**config.mk**
```make
export PLATFORM = sky130hd
export DESIGN_NAME = line_substring_search_top
export DESIGN_NICKNAME = d
export VERILOG_FILES = /design/src/design/lss_pkg.sv /design/src/design/line_substring_search_top.sv /design/src/design/lss_csr.sv /design/src/design/lss_line_match.sv /design/src/design/lss_report.sv
export SDC_FILE = /design/constraint.sdc
export NUM_CORES = 1
export LEC_CHECK = 0
export ABC_AREA = 1
export BUFFER_PORTS_ARGS = -buffer_cell sky130_fd_sc_hd__buf_2
export CAP_MARGIN = 20
export CORE_MARGIN = 3
export CORE_UTILIZATION = 50
export CTS_CLUSTER_DIAMETER = 50
export DETAILED_ROUTE_END_ITERATION = 8
export GPL_TIMING_DRIVEN = 0
export PLACE_DENSITY = 0.66
export SLEW_MARGIN = 20
export SYNTH_ARGS = -nofsm -noshare
export SYNTH_HDL_FRONTEND = slang
export SYNTH_SLANG_ARGS = --single-unit
```
**constraint.sdc**
```tcl
create_clock -name clock -period 8.5 [get_ports clock]
set_input_delay 0.85 -clock clock [delete_from_list [all_inputs] [get_ports clock]]
set_output_delay 0.85 -clock clock [all_outputs]
set_load 0.02 [all_outputs]
```
**src/design/lss_pkg.sv**
```systemverilog
// ----------------------------------------------------------------------------
// lss_pkg: shared types and constants for the line substring search block
// Beat payload structs, configuration register indexes, search modes and the
// control structs passed between the submodules.
// ----------------------------------------------------------------------------
package lss_pkg;

   // Default longest pattern the match mask supports.
   localparam int MAX_PATTERN_DEFAULT = 16;

   // Pattern bytes held in the two pattern registers.
   localparam int PATTERN_REG_BYTES = 16;

   // Configuration port geometry.
   localparam int CSR_INDEX_W = 2;
   localparam int CSR_DATA_W  = 64;

   // Configuration register indexes.
   localparam logic [CSR_INDEX_W-1:0] CSR_SEARCH_MODE  = 2'd0;
   localparam logic [CSR_INDEX_W-1:0] CSR_PATTERN_LOW  = 2'd1;
   localparam logic [CSR_INDEX_W-1:0] CSR_PATTERN_HIGH = 2'd2;
   localparam logic [CSR_INDEX_W-1:0] CSR_PATTERN_LEN  = 2'd3;

   // Search modes; the unused code behaves as MODE_ALL.
   localparam logic [1:0] MODE_FIRST = 2'd0;
   localparam logic [1:0] MODE_COUNT = 2'd1;
   localparam logic [1:0] MODE_ALL   = 2'd2;

   // Report kinds.
   localparam logic REPORT_LINE  = 1'b0;
   localparam logic REPORT_COUNT = 1'b1;

   // Byte that closes a line.
   localparam logic [7:0] NEWLINE_BYTE = 8'd10;

   // Counter limits.
   localparam logic [31:0] COUNT_MAX  = 32'hFFFF_FFFF;
   localparam logic [31:0] FIRST_LINE = 32'd1;

   // Input beat.
   typedef struct packed {
      logic [7:0] text_byte;
      logic       end_of_input;
   } req_type;

   // Result beat.
   typedef struct packed {
      logic        report_kind;
      logic [31:0] line_number;
      logic [31:0] match_total;
   } rsp_type;

   // Configuration register contents.
   typedef struct packed {
      logic [1:0]  search_mode;
      logic [63:0] pattern_low;
      logic [63:0] pattern_high;
      logic [4:0]  pattern_len;
   } cfg_type;

   // One processing step, issued when the input register hands its beat on.
   typedef struct packed {
      logic       fire;
      logic       skip;
      logic       end_of_input;
      logic       newline;
      logic [7:0] text_byte;
   } step_type;

endpackage

```
**src/design/line_substring_search_top.sv**
```systemverilog
// ----------------------------------------------------------------------------
// line_substring_search_top: fixed-string line search over a byte stream
// Splits the text into lines at newline, tracks the pattern with a shift-and
// mask and reports matching line numbers or the total match count.
//
//   Channel   Direction  Handshake              Payload
//   req_      in         req_valid/req_ready    lss_pkg::req_type
//   rsp_      out        rsp_valid/rsp_ready    lss_pkg::rsp_type
//   csr_      in         csr_we, no wait        csr_index, csr_data
//
// A beat is taken into the input register and processed once the output
// register is free; any result is registered there. One beat per cycle is
// sustained while the receiver takes results, the mask being updated as
// each byte is processed. A waiting result only stalls processing, so the
// input register still takes a beat while it is free. Synchronous
// active-high reset clears all control state; no clearing pass is needed.
// ----------------------------------------------------------------------------
module line_substring_search_top #(
   parameter int MAX_PATTERN = lss_pkg::MAX_PATTERN_DEFAULT
) (
   input  logic                            clock,
   input  logic                            reset,
   input  logic                            req_valid,
   output logic                            req_ready,
   input  lss_pkg::req_type                req_data,
   output logic                            rsp_valid,
   input  logic                            rsp_ready,
   output lss_pkg::rsp_type                rsp_data,
   input  logic                            csr_we,
   input  logic [lss_pkg::CSR_INDEX_W-1:0] csr_index,
   input  logic [lss_pkg::CSR_DATA_W-1:0]  csr_data
);

   logic             in_valid_ff;
   logic             in_valid_in;
   lss_pkg::req_type in_data_ff;

   lss_pkg::cfg_type  cfg;
   lss_pkg::step_type step;
   logic              line_hit;
   logic              search_done;
   logic              rsp_free;
   logic              req_take;

   // The held beat moves on when the output register can take a result.
   assign rsp_free  = !rsp_valid || rsp_ready;
   assign req_ready = !in_valid_ff || rsp_free;
   assign req_take  = req_valid && req_ready;

   assign step.fire         = in_valid_ff && rsp_free;
   assign step.skip         = search_done;
   assign step.end_of_input = in_data_ff.end_of_input;
   assign step.newline      = (in_data_ff.text_byte == lss_pkg::NEWLINE_BYTE);
   assign step.text_byte    = in_data_ff.text_byte;

   // Input register valid flag.
   always_comb begin
      in_valid_in = in_valid_ff;
      if (req_take) begin
         in_valid_in = 1'b1;
      end else if (step.fire) begin
         in_valid_in = 1'b0;
      end
   end

   always_ff @(posedge clock) begin
      if (reset) begin
         in_valid_ff <= 1'b0;
      end else begin
         in_valid_ff <= in_valid_in;
      end
   end

   // Input register payload.
   always_ff @(posedge clock) begin
      if (req_take) begin
         in_data_ff <= req_data;
      end
   end

   lss_csr u_csr (
      .clock     (clock),
      .reset     (reset),
      .csr_we    (csr_we),
      .csr_index (csr_index),
      .csr_data  (csr_data),
      .cfg       (cfg)
   );

   lss_line_match #(
      .MAX_PATTERN (MAX_PATTERN)
   ) u_line_match (
      .clock    (clock),
      .reset    (reset),
      .cfg      (cfg),
      .step     (step),
      .line_hit (line_hit)
   );

   lss_report u_report (
      .clock       (clock),
      .reset       (reset),
      .cfg         (cfg),
      .step        (step),
      .line_hit    (line_hit),
      .search_done (search_done),
      .rsp_valid   (rsp_valid),
      .rsp_ready   (rsp_ready),
      .rsp_data    (rsp_data)
   );

endmodule

```
**src/design/lss_csr.sv**
```systemverilog
// ----------------------------------------------------------------------------
// lss_csr: configuration registers
// Holds search mode, pattern bytes and pattern length, written through a
// plain write port.
// ----------------------------------------------------------------------------
module lss_csr (
   input  logic                            clock,
   input  logic                            reset,
   input  logic                            csr_we,
   input  logic [lss_pkg::CSR_INDEX_W-1:0] csr_index,
   input  logic [lss_pkg::CSR_DATA_W-1:0]  csr_data,
   output lss_pkg::cfg_type                cfg
);

   lss_pkg::cfg_type cfg_ff;
   lss_pkg::cfg_type cfg_in;

   // Decode the written register; narrow registers keep their low bits.
   always_comb begin
      cfg_in = cfg_ff;
      if (csr_we) begin
         unique case (csr_index)
            lss_pkg::CSR_SEARCH_MODE:  cfg_in.search_mode  = csr_data[1:0];
            lss_pkg::CSR_PATTERN_LOW:  cfg_in.pattern_low  = csr_data;
            lss_pkg::CSR_PATTERN_HIGH: cfg_in.pattern_high = csr_data;
            lss_pkg::CSR_PATTERN_LEN:  cfg_in.pattern_len  = csr_data[4:0];
            default:                   cfg_in = cfg_ff;
         endcase
      end
   end

   always_ff @(posedge clock) begin
      if (reset) begin
         cfg_ff.search_mode  <= lss_pkg::MODE_ALL;
         cfg_ff.pattern_low  <= '0;
         cfg_ff.pattern_high <= '0;
         cfg_ff.pattern_len  <= '0;
      end else begin
         cfg_ff <= cfg_in;
      end
   end

   assign cfg = cfg_ff;

endmodule

```
**src/design/lss_line_match.sv**
```systemverilog
// ----------------------------------------------------------------------------
// lss_line_match: shift-and pattern tracker for the current line
// Compares each byte against every pattern byte in parallel, advances the
// match mask and remembers whether the pattern has occurred in the line.
// ----------------------------------------------------------------------------
module lss_line_match #(
   parameter int MAX_PATTERN = lss_pkg::MAX_PATTERN_DEFAULT
) (
   input  logic              clock,
   input  logic              reset,
   input  lss_pkg::cfg_type  cfg,
   input  lss_pkg::step_type step,
   output logic              line_hit
);

   logic [MAX_PATTERN-1:0] mask_ff;
   logic [MAX_PATTERN-1:0] mask_in;
   logic                   line_has_match_ff;
   logic                   line_has_match_in;

   logic [MAX_PATTERN-1:0] byte_eq;
   logic [MAX_PATTERN-1:0] last_sel;
   logic [MAX_PATTERN-1:0] mask_next;
   logic [MAX_PATTERN:0]   mask_shift;
   logic                   pattern_empty;

   assign pattern_empty = (cfg.pattern_len == '0);

   // Per position: byte compare, length enable and end-of-pattern select.
   for (genvar k = 0; k < MAX_PATTERN; k++) begin : g_pos
      logic [7:0] pattern_byte;

      if (k < 8) begin : g_low
         assign pattern_byte = cfg.pattern_low[8*k +: 8];
      end else if (k < lss_pkg::PATTERN_REG_BYTES) begin : g_high
         assign pattern_byte = cfg.pattern_high[8*(k-8) +: 8];
      end else begin : g_zero
         assign pattern_byte = 8'd0;
      end

      assign byte_eq[k] = (int'(cfg.pattern_len) > k) && (pattern_byte == step.text_byte);

      // Lengths above the mask width act as the full mask width.
      if (k == MAX_PATTERN - 1) begin : g_top
         assign last_sel[k] = (int'(cfg.pattern_len) >= MAX_PATTERN);
      end else begin : g_mid
         assign last_sel[k] = (int'(cfg.pattern_len) == k + 1);
      end
   end

   assign mask_shift = {mask_ff, 1'b1};
   assign mask_next  = mask_shift[MAX_PATTERN-1:0] & byte_eq;

   // Next state of the line tracker.
   always_comb begin
      mask_in           = mask_ff;
      line_has_match_in = line_has_match_ff;
      if (step.fire) begin
         if (step.end_of_input || (!step.skip && step.newline)) begin
            mask_in           = '0;
            line_has_match_in = 1'b0;
         end else if (!step.skip && !pattern_empty) begin
            mask_in = mask_next;
            if (|(mask_next & last_sel)) begin
               line_has_match_in = 1'b1;
            end
         end
      end
   end

   always_ff @(posedge clock) begin
      if (reset) begin
         mask_ff           <= '0;
         line_has_match_ff <= 1'b0;
      end else begin
         mask_ff           <= mask_in;
         line_has_match_ff <= line_has_match_in;
      end
   end

   // An empty pattern matches every line.
   assign line_hit = line_has_match_ff || pattern_empty;

endmodule

```
**src/design/lss_report.sv**
```systemverilog
// ----------------------------------------------------------------------------
// lss_report: line counters and result register
// Keeps the line number, the matching line count and the first-match stop
// flag, and builds result beats in an output register.
// ----------------------------------------------------------------------------
module lss_report (
   input  logic              clock,
   input  logic              reset,
   input  lss_pkg::cfg_type  cfg,
   input  lss_pkg::step_type step,
   input  logic              line_hit,
   output logic              search_done,
   output logic              rsp_valid,
   input  logic              rsp_ready,
   output lss_pkg::rsp_type  rsp_data
);

   logic [31:0]      current_line_ff;
   logic [31:0]      current_line_in;
   logic [31:0]      matched_lines_ff;
   logic [31:0]      matched_lines_in;
   logic             search_done_ff;
   logic             search_done_in;
   logic             rsp_valid_ff;
   logic             rsp_valid_in;
   lss_pkg::rsp_type rsp_data_ff;
   lss_pkg::rsp_type rsp_data_in;

   logic [31:0] line_inc;
   logic [31:0] matched_inc;
   logic        mode_count;
   logic        mode_first;

   assign mode_count  = (cfg.search_mode == lss_pkg::MODE_COUNT);
   assign mode_first  = (cfg.search_mode == lss_pkg::MODE_FIRST);
   assign line_inc    = (current_line_ff == lss_pkg::COUNT_MAX) ?
                        current_line_ff : current_line_ff + 32'd1;
   assign matched_inc = (matched_lines_ff == lss_pkg::COUNT_MAX) ?
                        matched_lines_ff : matched_lines_ff + 32'd1;

   // Counter update and result generation for one step.
   always_comb begin
      current_line_in  = current_line_ff;
      matched_lines_in = matched_lines_ff;
      search_done_in   = search_done_ff;
      rsp_data_in      = rsp_data_ff;
      rsp_valid_in     = rsp_valid_ff && !rsp_ready;
      if (step.fire) begin
         if (step.end_of_input) begin
            if (mode_count) begin
               rsp_valid_in            = 1'b1;
               rsp_data_in.report_kind = lss_pkg::REPORT_COUNT;
               rsp_data_in.line_number = '0;
               rsp_data_in.match_total = matched_lines_ff;
            end
            current_line_in  = lss_pkg::FIRST_LINE;
            matched_lines_in = '0;
            search_done_in   = 1'b0;
         end else if (!step.skip && step.newline) begin
            if (line_hit) begin
               matched_lines_in = matched_inc;
               if (!mode_count) begin
                  rsp_valid_in            = 1'b1;
                  rsp_data_in.report_kind = lss_pkg::REPORT_LINE;
                  rsp_data_in.line_number = current_line_ff;
                  rsp_data_in.match_total = matched_inc;
                  if (mode_first) begin
                     search_done_in = 1'b1;
                  end
               end
            end
            current_line_in = line_inc;
         end
      end
   end

   always_ff @(posedge clock) begin
      if (reset) begin
         current_line_ff  <= lss_pkg::FIRST_LINE;
         matched_lines_ff <= '0;
         search_done_ff   <= 1'b0;
         rsp_valid_ff     <= 1'b0;
      end else begin
         current_line_ff  <= current_line_in;
         matched_lines_ff <= matched_lines_in;
         search_done_ff   <= search_done_in;
         rsp_valid_ff     <= rsp_valid_in;
      end
   end

   // Result payload needs no reset.
   always_ff @(posedge clock) begin
      rsp_data_ff <= rsp_data_in;
   end

   assign search_done = search_done_ff;
   assign rsp_valid   = rsp_valid_ff;
   assign rsp_data    = rsp_data_ff;

endmodule

```
==> reports/metrics.yaml <==
finClkSkew_ns: 0.02388
cts_buffer_depth: 3
cts-root-buf: "clkbuf_16"
grt_pass1_vias: 13170
hold_violations: 0
syn_inst: 1974
grt_overflow: 0
antenna_found_initial: 3
max_slew_margin_pct: 34.89
yosysWarnings: 0
drc: 0
swShare_pct: 26.76
grt_usage_pct: 30.40
synth.avg_cell_area_um2: 7.230
first_pass_iters: 6
cts_htree_levels: 2
vias: 14010
die_area_um2: 30610
ys_seq_area_share_pct: 46.15
status: "complete, no violations"
core_area_um2: 27930
p_sw_uw: 902.4
timing.hold.ws_ns: 0.4648
grt_max_degree: 30
tightest_slew_ns: 0.9766
nets: 2243
cts_num_sinks: 292
drtIter0Drc: 1284
rsz0062_at_grt: "no"
fmax_mhz: 337.4
dpl-instance-area_um2: 15520
numCtsBuffers: 36
cts_hold_buffers: 0
fin_tns_setup_ns: 0
combPwrFrac_pct: 10.0
stdcell_area_um2: 16690
clkLatencyLatePin_ns: 0.53
clock_power_share_pct: 45.0
start_kind: "register"
synthArstFlopShare_pct: 0
synth_seq_cells: 292
diodes: 0
seq_area_um2: 6586
routed_wl_um: 47480
gp_congestion: 0.9919
ctsResizeCount: 0
post_drt_wl_per_cell_um: 18.50
period_share_pct: 34.87
fin_util_pct: 59.76
p_total_mw: 3.372
rr_worst_depth: 11
finalSetupViolCount: 0
worstPathMaxFanout: 29
synth.net_count: 2057
hold_depth: 2
grt_pass1_wl_um: 72550
numPortBuffers: 146
multi_input_area_um2: 6495
p_seq_share_pct: 45.0
drive_gt1_share_pct: 12.52
powerDensity_nw_per_um2: 202.0
cts_tree: "built"
period_needed_ns: 2.964
ys_types: 47
dp_hpwl_um: 34370
fill_cells: 2700
die_h_um: 175.0
clk_pin_slew_ns: 0.06
postRouteAntennaNets: 0
syn-cell-area_um2: 14270
arrival_ns: 3.20
rows: 61
synth-main-ff-cell: "dfxtp_1"
start_util_pct: 51.09
io_pins: 147
intPower_mw: 2.470
leakage_nw: 6.814
cts_setup_buffers: 0
hold_path.class: "register to register"
maxSlewViolCount: 0
vias_per_cell: 5.461
ir_drop_uv: 221.5
end_kind: "register"
cp.required_ns: 8.73
synth_edf_count: 74
drv_cap: 0
die_w_um: 175.0
critPathKind: "register to register"
area_growth_syn_to_layout_pct: 16.95
## per-stage QoR
| stage | setup WS, ns | instances |
|---|---|---|
| after floorplan | 3.908 | 1974 |
| after global routing | 5.385 | 2566 |
| after detailed placement | 5.405 | 2500 |
| after global placement | 2.461 | 2498 |
| final | 5.536 | 2566 |
| after CTS | 5.557 | 2566 |
## worst max-delay path, stage by stage (launching register included)
cell      delay, ns
edfxtp_1       0.59
inv_2          0.26
nand3_1        0.10
nor2_1         0.12
nand3_1        0.16
nand2_2        0.16
nand2_1        0.10
nor2_4         0.23
inv_1          0.14
nor2_4         0.34
buf_12         0.25
buf_12         0.21
## kinds of logic (layout without fill, tap and decap cells)
family	count (synthesis)	in the layout	synth area share (%)
xor gates and xnor gates	49	49	3.007
and+or+nand+nor	918	918	26.89
DFF	292	292	46.15
AOI/OAI and AO/OA	414	414	15.30
buffers and inverters	298	512	8.398
adders and majority gates	3	3	0.2630
## path summary, 6_finish.rpt
kind | startpoint | endpoint | slack [ns]
worst max-delay path | in_data_ff[7]$_DFFE_PP_ | u_report.rsp_data[49]$_SDFFCE_PP0P_ | 5.54
worst min-delay path | u_line_match.line_has_match_ff$_SDFFE_PP0P_ | u_line_match.line_has_match_ff$_SDFFE_PP0P_ | 0.46
worst max register to register | in_data_ff[7]$_DFFE_PP_ | u_report.rsp_data[49]$_SDFFCE_PP0P_ | 5.54
worst min register to register | u_line_match.line_has_match_ff$_SDFFE_PP0P_ | u_line_match.line_has_match_ff$_SDFFE_PP0P_ | 0.46
## power groups by stage
stage          Combinational [mW]  Sequential (mW)  Clock, mW
2_1_floorplan               0.201             1.54          0
3_3_place_gp                0.323             1.55          0
3_5_place_dp                0.330             1.55          0
4_1_cts                     0.331             1.52       1.53
5_1_grt                     0.372             1.52       1.59
6_report                    0.336             1.52       1.52
## cells in the final DEF, fill, tap and decap left out, types with 4 or more instances in the layout
cell type / count
clkbuf_1: 67
o21ai_0: 223
inv_2: 10
dfxtp_1: 218
nor3_2: 4
clkinv_1: 5
xor2_1: 20
a21boi_0: 4
o21ai_1: 18
clkbuf_16: 37
nand2_2: 4
nor2_1: 323
nand3_1: 91
edfxtp_1: 74
nor2_2: 6
nor3_1: 27
nand4_1: 26
nor4_1: 8
a21oi_1: 134
xnor2_1: 29
buf_2: 164
buf_1: 5
a211oi_1: 14
o211ai_1: 10
nand2_1: 411
nor2_4: 6
clkinv_2: 10
a31oi_1: 4
inv_1: 190
## Yosys cell counts, types with 2 or more instances
| master | count | area, um2 |
|---|---|---|
| nor3_1 | 27 | 135.1 |
| xnor2_1 | 29 | 254.0 |
| nor4_1 | 8 | 50.05 |
| o21ai_1 | 18 | 90.09 |
| a31oi_1 | 4 | 25.02 |
| nor3b_2 | 2 | 25.02 |
| o211ai_1 | 10 | 75.07 |
| a211oi_1 | 14 | 105.1 |
| dfxtp_1 | 218 | 4364 |
| buf_1 | 5 | 18.77 |
| inv_2 | 10 | 37.54 |
| nor2_1 | 324 | 1216 |
| a21boi_0 | 4 | 30.03 |
| clkinv_1 | 3 | 11.26 |
| buf_6 | 3 | 33.78 |
| ha_1 | 3 | 37.54 |
| clkbuf_1 | 63 | 236.5 |
| nand2_2 | 4 | 25.02 |
| nand3_2 | 3 | 30.03 |
| nand4_1 | 26 | 162.7 |
| nor2_4 | 5 | 56.30 |
| and3_1 | 3 | 18.77 |
| xor2_1 | 20 | 175.2 |
| nand2_1 | 411 | 1543 |
| nor3_2 | 4 | 40.04 |
| nand3_1 | 91 | 455.4 |
| buf_2 | 18 | 90.09 |
| a21oi_1 | 134 | 670.6 |
| clkbuf_2 | 3 | 15.01 |
| nor2_2 | 6 | 37.54 |
| edfxtp_1 | 74 | 2222 |
| o21ai_0 | 223 | 1116 |
| inv_1 | 190 | 713.2 |
## cell type report
type	count	share of cell area (%)
flip-flops and latches	292	39.46
repair buffers	148	4.617
multi-input cells	1384	38.91
inverters	203	4.565
well taps	378	2.833
clock buffers	43	5.802
clock inverters	23	1.199
plain buffers	95	2.616
## flip-flops by register name (all words and copies together) (netlist names)
name,flops
in_data_ff,9
u_report.search_done,1
u_line_match.line_has_match_ff,1
u_line_match.mask_ff,15
in_valid_ff,1
u_report.rsp_valid,1
u_report.current_line_ff,32
u_report.matched_lines_ff,32
u_report.rsp_data,65
u_csr.cfg,135
## per-layer routing
layer  share of wire (%)  track usage (%)
met1                  41            38.54
met2                  46            50.18
met3                 7.5            5.715
met4                 4.8            14.56
met5               0.044                0
Note: power is estimated with default switching activity, not from simulation.
